`src/design/crrnp_pkg.sv`:
```
// ----------------------------------------------------------------------------
// crrnp_pkg: shared types and constants of the credit round-robin node picker
// Field widths, command and register codes, controller states and the
// request bundle that the controller sends to the credit store.
// ----------------------------------------------------------------------------
package crrnp_pkg;

  localparam int NODE_W        = 5;
  localparam int CREDIT_W      = 8;
  localparam int ADDR_W        = 32;
  localparam int CMD_W         = 3;
  localparam int DIM_W         = 3;
  localparam int CNT_W         = NODE_W + 1;
  // Node indices are five bits wide, so no more entries than this can be named.
  localparam int NODE_LIMIT    = 1 << NODE_W;
  localparam int MAX_NODES_DEF = 32;

  localparam int S_TDATA_W = 80;  // 77 bits of fields, padded to whole bytes
  localparam int M_TDATA_W = 48;  // 46 bits of fields, padded to whole bytes
  localparam int CFG_IDX_W  = 1;
  localparam int CFG_DATA_W = 5;

  typedef enum logic [CMD_W-1:0] {
    CMD_CLAIM         = 3'd0,
    CMD_PROBE         = 3'd1,
    CMD_LOAD_CREDIT   = 3'd2,
    CMD_SET_PTR       = 3'd3,
    CMD_LOAD_DEFAULTS = 3'd4
  } crrnp_cmd_e;

  typedef enum logic [CFG_IDX_W-1:0] {
    CFG_OWN_NODE = 1'd0,
    CFG_CUBE_DIM = 1'd1
  } crrnp_cfg_e;

  typedef enum logic [2:0] {
    ST_IDLE,
    ST_EXEC,
    ST_SCAN,
    ST_UPDATE,
    ST_RESP
  } crrnp_state_e;

  typedef struct packed {
    logic                wr_en;
    logic [NODE_W-1:0]   wr_node;
    logic [CREDIT_W-1:0] wr_credit;
    logic                dflt_en;
    logic                rd_en;
    logic [NODE_W-1:0]   rd_node;
  } crrnp_store_req_t;

endpackage

```
`src/design/crrnp_credit_store.sv`:
```
// ----------------------------------------------------------------------------
// crrnp_credit_store: per-node credit memory
// One synchronous memory with a registered read. Per-entry valid bits and a
// default mask give the cleared and neighbor-default contents without a sweep.
// ----------------------------------------------------------------------------
module crrnp_credit_store
  import crrnp_pkg::*;
#(
  parameter int DEPTH = MAX_NODES_DEF
) (
  input  logic                 clk_i,
  input  logic                 rst_ni,
  input  crrnp_store_req_t     req_i,
  input  logic [DEPTH-1:0]     dflt_mask_i,
  output logic [CREDIT_W-1:0]  rd_credit_o
);

  localparam int AW = (DEPTH > 1) ? $clog2(DEPTH) : 1;

  logic [CREDIT_W-1:0] mem [DEPTH];
  logic [DEPTH-1:0]    valid_q;
  logic [DEPTH-1:0]    dflt_q;
  logic [CREDIT_W-1:0] rd_data_q;
  logic                rd_valid_q;
  logic                rd_dflt_q;
  logic [AW-1:0]       wr_addr;
  logic [AW-1:0]       rd_addr;

  assign wr_addr = req_i.wr_node[AW-1:0];
  assign rd_addr = req_i.rd_node[AW-1:0];

  always_ff @(posedge clk_i) begin
    if (req_i.wr_en) begin
      mem[wr_addr] <= req_i.wr_credit;
    end
    if (req_i.rd_en) begin
      rd_data_q <= mem[rd_addr];
    end
  end

  always_ff @(posedge clk_i or negedge rst_ni) begin
    if (!rst_ni) begin
      valid_q    <= '0;
      dflt_q     <= '0;
      rd_valid_q <= 1'b0;
      rd_dflt_q  <= 1'b0;
    end else begin
      if (req_i.dflt_en) begin
        valid_q <= '0;
        dflt_q  <= dflt_mask_i;
      end else if (req_i.wr_en) begin
        valid_q[wr_addr] <= 1'b1;
      end
      if (req_i.rd_en) begin
        rd_valid_q <= valid_q[rd_addr];
        rd_dflt_q  <= dflt_q[rd_addr];
      end
    end
  end

  // An entry never written since reset or the last default load reads as
  // its default: one for a hypercube neighbor, zero otherwise.
  assign rd_credit_o = rd_valid_q ? rd_data_q : {{(CREDIT_W-1){1'b0}}, rd_dflt_q};

endmodule

```
`src/design/credit_round_robin_node_picker_unit.sv`:
```
// ----------------------------------------------------------------------------
// credit_round_robin_node_picker_unit: credit-based round-robin node picker
// Claim and probe scan the credit memory one entry per cycle from the pointer
// over at most N entries, N the node count (at most 32), and stop at the first
// entry of another node with nonzero credit. Load, set and default commands
// go through the execute and response states. One item is in work at a time.
// Reset clears all credits, the pointer and both registers at once.
// ----------------------------------------------------------------------------
module credit_round_robin_node_picker_unit
  import crrnp_pkg::*;
#(
  parameter int MAX_NODES = MAX_NODES_DEF
) (
  input  logic                  clk_i,
  input  logic                  rst_ni,
  input  logic                  cfg_we_i,
  input  logic [CFG_IDX_W-1:0]  cfg_idx_i,
  input  logic [CFG_DATA_W-1:0] cfg_data_i,
  input  logic                  s_axis_tvalid,
  output logic                  s_axis_tready,
  // node_index[4:0], credit_value[12:5], local_addr[44:13],
  // continue_addr[76:45], zero padding[79:77]
  input  logic [S_TDATA_W-1:0]  s_axis_tdata,
  // cmd[2:0]
  input  logic [CMD_W-1:0]      s_axis_tuser,
  output logic                  m_axis_tvalid,
  input  logic                  m_axis_tready,
  // granted[0], dest_node[5:1], next_addr[37:6], credit_after[45:38],
  // zero padding[47:46]
  output logic [M_TDATA_W-1:0]  m_axis_tdata
);

  localparam int DEPTH   = (MAX_NODES < NODE_LIMIT) ? MAX_NODES : NODE_LIMIT;
  localparam int AW      = (DEPTH > 1) ? $clog2(DEPTH) : 1;
  localparam int CAP_LOG = $clog2(MAX_NODES + 1) - 1;
  localparam int DIM_CAP = (CAP_LOG < NODE_W) ? CAP_LOG : NODE_W;
  localparam logic [CNT_W-1:0] DEPTH_C   = CNT_W'(DEPTH);
  localparam logic [DIM_W-1:0] DIM_CAP_C = DIM_W'(DIM_CAP);

  crrnp_state_e        state_q, state_d;
  crrnp_store_req_t    store_req;
  logic [DEPTH-1:0]    nb_mask;
  logic [CREDIT_W-1:0] rd_credit;

  logic [NODE_W-1:0]   own_q;
  logic [DIM_W-1:0]    dim_q;
  logic [NODE_W-1:0]   ptr_q, ptr_d;

  logic [CMD_W-1:0]    cmd_q;
  logic [NODE_W-1:0]   nidx_q;
  logic [CREDIT_W-1:0] cval_q;
  logic [ADDR_W-1:0]   laddr_q;
  logic [ADDR_W-1:0]   caddr_q;
  logic [NODE_W-1:0]   start_q;

  logic [CNT_W-1:0]    k_q;
  logic                chk_vld_q;
  logic [NODE_W-1:0]   chk_idx_q;
  logic                chk_last_q;
  logic                gnt_q;
  logic [NODE_W-1:0]   node_q;
  logic [CREDIT_W-1:0] cafter_q;

  logic                m_valid_q;
  logic [M_TDATA_W-1:0] m_data_q;

  logic [DIM_W-1:0]    n_log;
  logic [CNT_W-1:0]    n_nodes;
  logic [NODE_W-1:0]   n_mask;
  logic                accept;
  logic                issue;
  logic [NODE_W-1:0]   rd_idx;
  logic                hit;
  logic                miss_done;
  logic                out_free;
  logic                load_out;
  logic                is_claim;

  // Node count: 2^dimension, capped by the storage and the node index width.
  assign n_log   = (dim_q > DIM_CAP_C) ? DIM_CAP_C : dim_q;
  assign n_nodes = CNT_W'(1) << n_log;
  assign n_mask  = NODE_W'(n_nodes - CNT_W'(1));

  assign accept    = s_axis_tvalid && s_axis_tready;
  assign is_claim  = (cmd_q == CMD_CLAIM);
  assign issue     = (state_q == ST_SCAN) && (k_q < n_nodes);
  assign rd_idx    = (start_q + k_q[NODE_W-1:0]) & n_mask;
  assign hit       = chk_vld_q && (chk_idx_q != own_q) && (rd_credit != '0);
  assign miss_done = chk_vld_q && chk_last_q && !hit;
  assign out_free  = !m_valid_q || m_axis_tready;

  always_comb begin
    logic [NODE_W-1:0] nb;
    nb      = '0;
    nb_mask = '0;
    for (int i = 0; i < NODE_W; i++) begin
      if ((CNT_W'(1) << i) < n_nodes) begin
        nb = own_q ^ NODE_W'(1 << i);
        if ({1'b0, nb} < DEPTH_C) begin
          nb_mask[nb[AW-1:0]] = 1'b1;
        end
      end
    end
  end

  crrnp_credit_store #(
    .DEPTH (DEPTH)
  ) u_store (
    .clk_i       (clk_i),
    .rst_ni      (rst_ni),
    .req_i       (store_req),
    .dflt_mask_i (nb_mask),
    .rd_credit_o (rd_credit)
  );

  // Next state.
  always_comb begin
    state_d = state_q;
    unique case (state_q)
      ST_IDLE: begin
        if (accept) begin
          if (s_axis_tuser == CMD_CLAIM || s_axis_tuser == CMD_PROBE) begin
            state_d = ST_SCAN;
          end else begin
            state_d = ST_EXEC;
          end
        end
      end
      ST_EXEC:   state_d = ST_RESP;
      ST_SCAN: begin
        if (hit) begin
          state_d = ST_UPDATE;
        end else if (miss_done) begin
          state_d = ST_RESP;
        end
      end
      ST_UPDATE: state_d = ST_RESP;
      ST_RESP: begin
        if (out_free) begin
          state_d = ST_IDLE;
        end
      end
      default:   state_d = ST_IDLE;
    endcase
  end

  // Outputs of the controller.
  always_comb begin
    s_axis_tready       = 1'b0;
    load_out            = 1'b0;
    ptr_d               = ptr_q;
    store_req           = '0;
    store_req.rd_en     = issue;
    store_req.rd_node   = rd_idx;
    unique case (state_q)
      ST_IDLE: s_axis_tready = 1'b1;
      ST_EXEC: begin
        case (cmd_q)
          CMD_LOAD_CREDIT: begin
            store_req.wr_en     = ({1'b0, nidx_q} < DEPTH_C);
            store_req.wr_node   = nidx_q;
            store_req.wr_credit = cval_q;
          end
          CMD_SET_PTR: ptr_d = nidx_q;
          CMD_LOAD_DEFAULTS: begin
            store_req.dflt_en = 1'b1;
            ptr_d             = (own_q + NODE_W'(1)) & n_mask;
          end
          default: ;
        endcase
      end
      ST_SCAN: ;
      ST_UPDATE: begin
        if (is_claim) begin
          store_req.wr_en     = 1'b1;
          store_req.wr_node   = node_q;
          store_req.wr_credit = cafter_q - CREDIT_W'(1);
          ptr_d               = (node_q + NODE_W'(1)) & n_mask;
        end
      end
      ST_RESP: load_out = out_free;
      default: ;
    endcase
  end

  always_ff @(posedge clk_i or negedge rst_ni) begin
    if (!rst_ni) begin
      state_q   <= ST_IDLE;
      own_q     <= '0;
      dim_q     <= '0;
      ptr_q     <= '0;
      k_q       <= '0;
      chk_vld_q <= 1'b0;
      gnt_q     <= 1'b0;
      m_valid_q <= 1'b0;
    end else begin
      state_q <= state_d;
      ptr_q   <= ptr_d;
      if (cfg_we_i) begin
        case (cfg_idx_i)
          CFG_OWN_NODE: own_q <= cfg_data_i[NODE_W-1:0];
          CFG_CUBE_DIM: dim_q <= cfg_data_i[DIM_W-1:0];
          default: ;
        endcase
      end
      if (accept) begin
        k_q       <= '0;
        chk_vld_q <= 1'b0;
        gnt_q     <= 1'b0;
      end else if (state_q == ST_SCAN) begin
        if (issue) begin
          k_q <= k_q + CNT_W'(1);
        end
        chk_vld_q <= issue && !hit;
        if (hit) begin
          gnt_q <= 1'b1;
        end
      end
      if (load_out) begin
        m_valid_q <= 1'b1;
      end else if (m_axis_tready) begin
        m_valid_q <= 1'b0;
      end
    end
  end

  always_ff @(posedge clk_i) begin
    if (accept) begin
      cmd_q    <= s_axis_tuser;
      nidx_q   <= s_axis_tdata[4:0];
      cval_q   <= s_axis_tdata[12:5];
      laddr_q  <= s_axis_tdata[44:13];
      caddr_q  <= s_axis_tdata[76:45];
      // A pointer outside the node range starts the scan at node zero.
      start_q  <= ({1'b0, ptr_q} < n_nodes) ? ptr_q : '0;
      node_q   <= '0;
      cafter_q <= '0;
    end
    if (issue) begin
      chk_idx_q  <= rd_idx;
      chk_last_q <= (k_q == n_nodes - CNT_W'(1));
    end
    if ((state_q == ST_SCAN) && hit) begin
      node_q   <= chk_idx_q;
      cafter_q <= rd_credit;
    end
    if ((state_q == ST_UPDATE) && is_claim) begin
      cafter_q <= cafter_q - CREDIT_W'(1);
    end
    if (load_out) begin
      m_data_q <= {2'b00, cafter_q, (gnt_q && is_claim) ? caddr_q : laddr_q,
                   node_q, gnt_q};
    end
  end

  assign m_axis_tvalid = m_valid_q;
  assign m_axis_tdata  = m_data_q;

  // The credit memory is never read and written in the same cycle.
  a_no_rw_overlap: assert property (@(posedge clk_i) disable iff (!rst_ni)
    store_req.rd_en |-> !store_req.wr_en && !store_req.dflt_en)
    else $error("credit store read overlaps a write");

  // The scan never issues more reads than there are nodes.
  a_scan_bound: assert property (@(posedge clk_i) disable iff (!rst_ni)
    (state_q == ST_SCAN) |-> (k_q <= n_nodes))
    else $error("scan ran past the node count");

  // A granted claim never hands work to this node.
  a_not_own: assert property (@(posedge clk_i) disable iff (!rst_ni)
    (load_out && gnt_q) |-> (node_q != own_q))
    else $error("own node chosen as destination");

  // A result is only loaded when the output register can take it.
  a_out_free: assert property (@(posedge clk_i) disable iff (!rst_ni)
    (m_axis_tvalid && !m_axis_tready) |-> !load_out)
    else $error("pending result overwritten");

endmodule
```
`config.mk`:
```
export PLATFORM = sky130hd
export DESIGN_NAME = credit_round_robin_node_picker_unit
export DESIGN_NICKNAME = d
export VERILOG_FILES = /design/src/design/crrnp_pkg.sv /design/src/design/crrnp_credit_store.sv /design/src/design/credit_round_robin_node_picker_unit.sv
export SDC_FILE = /design/constraint.sdc
export NUM_CORES = 1
export LEC_CHECK = 0
export BUFFER_PORTS_ARGS = -buffer_cell sky130_fd_sc_hd__buf_2
export CORE_MARGIN = 5
export CORE_UTILIZATION = 61
export DETAILED_ROUTE_END_ITERATION = 6
export PLACE_DENSITY = 0.82
export SYNTH_ARGS = -nofsm -noshare
export SYNTH_HDL_FRONTEND = slang
export SYNTH_SLANG_ARGS = --single-unit
```
`constraint.sdc`:
```
create_clock -name clk_i -period 4.9 [get_ports clk_i]
set_input_delay 0.245 -clock clk_i [delete_from_list [all_inputs] [get_ports clk_i]]
set_output_delay 0.245 -clock clk_i [all_outputs]
set_load 0.005 [all_outputs]
```
==> flow_metrics.py, run 1 <==
metrics = {
    "global_routing": {
        "via_count_of_the_first_global_routing_pass": 16100,
        "number_of_antenna_violations_at_the_first_check_in_global_routing": 0,
        "grt_max_degree": 94,
        "global_route.usage.total_pct": 29.8,
        "global_route_wire_length_before_repair_mm": 95.1,
        "grt_overflow": 0,
    },
    "power": {
        "power.ir.vdd_worst_mv": 0.442,
        "leak_nw": 9.62,
        "power_density_cells_nw_per_um2": 531,
    },
    "sta": {
        "final_max_slew_viol_count": 0,
        "grt_setup_unrepaired": "no",
        "min_hold_slack_ns": 0.0527,
        "setup_viol": 0,
        "finalSetupTns_ns": 0,
        "clock.fmax_ghz": 0.275,
        "finalWorstPathRequiredPeriod_ns": 3.64,
        "max-slew-margin-rel_pct": 17.6,
        "final.period_utilization_pct": 74.3,
        "worstMarginPinSlew_ns": 1.24,
        "report.final.hold_viol_count": 0,
        "finalClockSkew_ns": 0.0147,
    },
    "worst_hold_path": {
        "timing.hold.worst_path_depth": 3,
        "hp-class": "in -> reg",
        "timing.hold.worst.start": "m_axis_tready",
        "whs_endpoint": "m_axis_tvalid",
    },
    "run_status": {
        "run_status": "finished, final reports clean",
    },
    "cts": {
        "clk_pin_slew_ns": 0.06,
        "clock_tree_from_tritoncts": "done",
        "cts_num_sinks": 505,
        "clk_root_buffer_cell": "clkbuf_16",
        "maximum_number_of_buffers_from_clock_root_to_sink": 3,
        "cts-hold-fix-buffers": 86,
        "clk_latency_ns": 0.58,
        "ctsHtreeMaxLevel": 2,
        "post-cts-setup-buffer-count": 0,
        "post_cts.resized_instances": 0,
        "cts-buffers-inserted": 48,
    },
    "critical_path": {
        "timing.critical_path.cells": "nor3_1 > nand2_1 > o32a_1 > nor2b_1",
        "crit_slowest_cell": "nor2b_1",
        "cp_data_required_time_ns": 5.09,
        "cp_top_family": "simple AND/OR/NAND/NOR gates",
        "critPathBufInv": 0,
        "critical_path_class": "reg -> reg",
        "setup.reg_to_reg.worst_slack_ns": 1.26,
        "critical_path.max_fanout": 13,
        "crit_path_start_kind": "flop",
        "r2r-start": "cmd_q[0]",
        "worstReg2RegEnd": "u_store.mem[5][7]",
        "end_kind": "flop",
        "delay_of_the_slowest_cell_on_the_worst_path_ns": 0.99,
        "crit_path_arrival_time_ns": 3.83,
        "ff2ff_path_depth": 4,
    },
    "layout": {
        "total_number_of_nets_in_the_final_design": 2105,
        "final_cell_mix": "414 x edfxtp_1, 230 x nand2_1, 137 x buf_2, 98 x a21oi_1, 91 x dfrtp_1",
        "multi_input_comb_area_um2": 7260,
        "post_route_cells_drive_above_1_share_pct": 15.9,
        "seqCellArea_um2": 14700,
        "antennaDiodeCount": 0,
        "most_common_cell_after_layout_fill_and_taps_aside": "edfxtp_1",
        "final.fill_count": 2258,
        "layout_area_overhead_pct": 14.9,
    },
    "logic_synthesis": {
        "postSynthAreaPerCell_um2": 12.5,
        "synth_top_flop_cell": "edfxtp_1",
        "seq_area_frac_synth_pct": 65.0,
        "syn-cell-area_um2": 22600,
        "post_synth_arst_share_pct": 18.0,
        "post_synthesis_register_bit_count": 505,
        "synth_warnings": 0,
        "synth_cells": 1805,
        "synth-edff-count": 414,
        "synth_cell_types": 83,
    },
    "die": {
        "floorplan.die_area_um2": 41100,
        "placementRows": 70,
        "die_w_um": 203,
        "core_box_area_um2": 36600,
        "io_pins": 144,
        "die_height_um": 203,
        "start_util_pct": 61.8,
    },
    "drt": {
        "first_pass_iters": 6,
        "avgRoutedWirePerCell_um": 24.8,
        "ant_nets": 0,
        "route.vias.total": 16400,
        "dr.first_iter.drc_count": 2107,
        "post-route-drc-count": 0,
        "drt_wl_total_mm": 61.8,
        "viasPerCell": 6.58,
    },
    "flow_run": {
        "max_cap_viol_count": 0,
    },
    "placement": {
        "finalWeightedCongestion": 0.902,
        "hpwlAfterDp_mm": 36.8,
        "port_buffers": 138,
    },
}
[power breakdown]
part	switching (W)	internal, W
sequential	0.000391	0.00536
combinational	0.00295	0.00159
clock	0.00159	0.00193
total	0.00493	0.00887
[synthesized netlist by cell type, types with 37 or more instances]
cell	instances	area share, %
buf_2	42	0.93
nand2_1	231	3.8
mux2_2	40	2.0
o22ai_1	37	1.0
dfrtp_1	91	10
nor2_1	84	1.4
inv_1	37	0.61
nor2b_1	43	1.2
edfxtp_1	414	55
clkbuf_1	63	1.0
o21ai_0	69	1.5
mux2i_1	72	3.2
nand3_1	56	1.2
a21oi_1	98	2.2
[through the flow]
step	total power, W	setup WS, ns	instances	utilization, %	area, µm²
2_1_floorplan	0.00876	0.535	1806	-	22600
3_3_place_gp	0.00996	1.50	2321	64.7	23700
3_5_place_dp	0.0101	1.43	2321	64.7	23700
4_1_cts	0.0137	1.39	2495	71.0	26000
5_1_grt	0.0144	1.13	2495	71.0	26000
6_report	0.0138	1.26	2495	71.0	26000
[worst max-delay path by stage]
stage,from,to,slack (ns),cells past startpoint
2_1_floorplan,state_q[2],node_q[0],0.53,5
4_1_cts,state_q[2],u_store.mem[31][4],1.39,5
3_3_place_gp,state_q[2],u_store.mem[31][1],1.50,5
3_5_place_dp,state_q[2],u_store.mem[31][1],1.43,5
5_1_grt,state_q[0],u_store.mem[30][7],1.13,5
6_report,cmd_q[0],u_store.mem[5][7],1.26,4
[cells by family after synthesis]
kind of cell / share of synthesized area [%]
compound gates: 13.4
buf+inv: 3.15
mux: 5.42
simple gates: 10.9
other cells: 0.0166
xor+xnor: 0.851
flops: 65.0
fa+ha+maj: 1.25
[layer usage]
| metal | GRT usage (%) | vias up | wire [µm] |
|---|---|---|---|
| met1 | 40.7 | 7993 | 23500 |
| met2 | 48.7 | 1067 | 29500 |
| met4 | 11.5 | 0 | 2440 |
| met5 | 0 | - | 0 |
| met3 | 4.84 | 184 | 6370 |
| li1 | - | 7182 | - |
[registers in the layout, summed over array words and instances, names as in the netlist, 3 cells and up]
name and cells:
caddr_q 32, cafter_q 8, chk_idx_q 5, cmd_q 3, cval_q 8, dim_q 3
k_q 6, laddr_q 32, m_axis_tdata 46, nidx_q 5, node_q 5, own_q 5
ptr_q 5, start_q 5, state_q 3, u_store.dflt_q 32, u_store.mem 256, u_store.rd_data_q 8
u_store.valid_q 32
[tightest hold or removal path, cell delays in order]
cell and delay [ns]:
buf_2 0.09, nor2b_1 0.10, nand2b_1 0.16
[layout make-up]
| cell class | instances | share of cell area [%] |
|---|---|---|
| Sequential cell | 505 | 56.6 |
| Multi-Input combinational cell | 1135 | 27.9 |
| Timing Repair Buffer | 257 | 7.02 |
| Clock buffer | 62 | 4.98 |
| Tap cell | 468 | 2.25 |
| Clock inverter | 26 | 0.664 |
| Inverter | 42 | 0.606 |
Power figures use the tool's default switching activity.
==> run 2, diff against run 1 <==
- clock period: 4.9 -> 3.8 ns (I/O delays scaled with it)
==> run 2 against run 1 <==
Sequential power is 30% higher. Via count is 3.2% higher. Worst hold slack better by 0.030 ns. Final cell count is 2.2% higher. Critical path depth is 6 higher. Clock power is 40% higher. Fmax is 7.0% higher. Die area stayed put. Non-clock buffer count is 47 higher. Sequential cell count stayed put. Clock-buffer cell count is 7 higher. Highest routed layer unchanged.
==> flow_metrics.py, run 2 (synthesis results as in run 1) <==
metrics = {
    "run_status": {
        "run_status": "finished, final reports clean",
    },
    "die": {
        "placementRows": 70,
        "core_box_area_um2": 36600,
        "die_height_um": 203,
        "io_pins": 144,
        "floorplan.die_area_um2": 41100,
        "die_w_um": 203,
        "start_util_pct": 61.8,
    },
    "cts": {
        "maximum_number_of_buffers_from_clock_root_to_sink": 3,
        "ctsHtreeMaxLevel": 2,
        "cts_num_sinks": 505,
        "post-cts-setup-buffer-count": 0,
        "clk_pin_slew_ns": 0.06,
        "clk_latency_ns": 0.62,
        "clock_tree_from_tritoncts": "done",
        "clk_root_buffer_cell": "clkbuf_16",
        "cts-buffers-inserted": 50,
    },
    "layout": {
        "most_common_cell_after_layout_fill_and_taps_aside": "edfxtp_1",
        "post_route_cells_drive_above_1_share_pct": 17.7,
        "layout_area_overhead_pct": 17.2,
        "largest_reg_flops": 256,
        "largest_reg_by_ff_count": "u_store.mem",
        "end_of_flow_core_utilization_pct": 72.5,
        "final_cell_mix": "414 x edfxtp_1, 230 x nand2_1, 137 x buf_2, 98 x a21oi_1, 94 x dlygate4sd3_1",
        "total_number_of_nets_in_the_final_design": 2154,
    },
    "power": {
        "power.sequential.fraction_pct": 40.6,
        "share_clk_of_total_power_pct": 26.8,
        "p_sw_w": 0.00655,
        "power_density_cells_nw_per_um2": 692,
        "intPower_w": 0.0118,
        "switching_share_pct": 35.7,
        "power.share.combinational_pct": 32.7,
        "leak_nw": 9.95,
        "power.ir.vdd_worst_mv": 0.391,
    },
    "global_routing": {
        "number_of_antenna_violations_at_the_first_check_in_global_routing": 3,
        "top_usage_layer": "met2",
        "gr-usage-met1_pct": 42.8,
        "global_route_wire_length_before_repair_mm": 101,
        "via_count_of_the_first_global_routing_pass": 17000,
        "grt_max_degree": 67,
        "use_met3_pct": 5.89,
        "global_route.usage.total_pct": 31.5,
        "global_route.usage.met2_pct": 51.0,
        "grt_overflow": 0,
    },
    "drt": {
        "ant_nets": 0,
        "post-route-drc-count": 0,
        "route.vias.total": 16900,
        "dr.first_iter.drc_count": 2143,
        "drt_wl_total_mm": 65.5,
        "avgRoutedWirePerCell_um": 25.7,
        "viasPerCell": 6.65,
        "first_pass_iters": 6,
    },
    "critical_path": {
        "cp_data_required_time_ns": 4.29,
        "timing.critical_path.cells": "ha_4 > fa_1 > o21ai_4 > inv_2 > buf_4 > nand2_1 > and3_1 > a311oi_1 > a211oi_1 > o41ai_1",
        "delay_of_the_slowest_cell_on_the_worst_path_ns": 0.59,
        "end_kind": "flop",
        "critPathBufInv": 2,
        "crit_path_start_kind": "flop",
        "crit_slowest_cell": "fa_1",
        "cp_top_family": "compound AO/OA/AOI/OAI gates",
        "critical_path_class": "reg -> reg",
        "crit_path_arrival_time_ns": 3.89,
        "critical_path.max_fanout": 21,
    },
    "sta": {
        "min_hold_slack_ns": 0.0824,
        "clock.fmax_ghz": 0.294,
        "worstMarginPinSlew_ns": 1.39,
        "max-slew-margin-rel_pct": 6.74,
        "final.period_utilization_pct": 89.5,
        "final_critical_path_setup_slack_ns": 0.398,
        "finalWorstPathRequiredPeriod_ns": 3.40,
        "final_max_slew_viol_count": 0,
        "report.final.hold_viol_count": 0,
        "grt_setup_unrepaired": "no",
        "setup_viol": 0,
        "finalClockSkew_ns": 0.0310,
        "finalSetupTns_ns": 0,
    },
    "placement": {
        "port_buffers": 138,
        "pre_cts_ws_ns": 0.501,
        "finalWeightedCongestion": 0.915,
        "hpwlAfterDp_mm": 38.9,
    },
    "flow_run": {
        "max_cap_viol_count": 0,
    },
    "worst_hold_path": {
        "hp-class": "in -> reg",
    },
}
==> run 2: cell count changes in the layout (fill, tap and decap cells not counted), sizes merged <==
cell and delta:
buf +39, dlygate4sd3 +8, clkbuf +7, clkinvlp -4
diode +3, inv +2
==> run 2: repair_timing <==
item                                    4_1_cts  5_1_grt
hold buffers                                 94        0
endpoints found under the hold margin       157        0
gates resized for setup                       0        0
endpoints found under the setup margin        0        0
==> run 2: area by class of cell <==
class	instances	area, µm²
flip-flops and latches	505	14700
fillers	2217	10100
multi-input cells	1135	7250
repair buffers	304	2200
clock buffers	69	1470
well taps	468	586
clock inverters	24	161
inverters	42	158
diodes	3	7.51
==> run 2: metrics by stage <==
step | cell area [µm²] | instances | power (W)
3_3_place_gp | 24000 | 2360 | 0.0129
5_1_grt | 26500 | 2550 | 0.0191
6_report | 26500 | 2550 | 0.0184
3_5_place_dp | 24000 | 2360 | 0.0131
2_1_floorplan | 22600 | 1806 | 0.0113
4_1_cts | 26500 | 2547 | 0.0181
==> run 2: worst paths after layout <==
kind	start	end	slack (ns)	depth (start not counted)
setup reg to reg	k_q[0]	u_store.rd_valid_q	0.40	10
min in group asynchronous	rst_ni	u_store.dflt_q[17]	0.24	2
hold / removal	cfg_idx_i	own_q[3]	0.08	3
max in group asynchronous	rst_ni	ptr_q[4]	2.62	3
hold reg to reg	u_store.dflt_q[11]	u_store.dflt_q[11]	0.48	1
setup / recovery	k_q[0]	u_store.rd_valid_q	0.40	10
==> run 2: power by group through the flow <==
| stage | sequential (W) | clock [W] | combinational, W |
|---|---|---|---|
| after detailed placement | 0.00749 | 0 | 0.00565 |
| after CTS | 0.00739 | 0.00489 | 0.00579 |
| final | 0.00745 | 0.00491 | 0.00600 |
| after global placement | 0.00745 | 0 | 0.00543 |
| after floorplan | 0.00728 | 0 | 0.00399 |
| after global routing | 0.00750 | 0.00518 | 0.00638 |
==> run 2: layer usage <==
metal  vias up  share of wire (%)
met4         0                4.2
li1       7297                  -
met1      8224                 38
met2      1233                 47
met3       193                 11
met5         -                  0
==> run 2: worst min-delay path, delay by kind of cell <==
kind / cells / cell delay, ns
multiplexers: 1 / 0.24
AND/OR/NAND/NOR: 1 / 0.11
buffers and inverters: 1 / 0.10
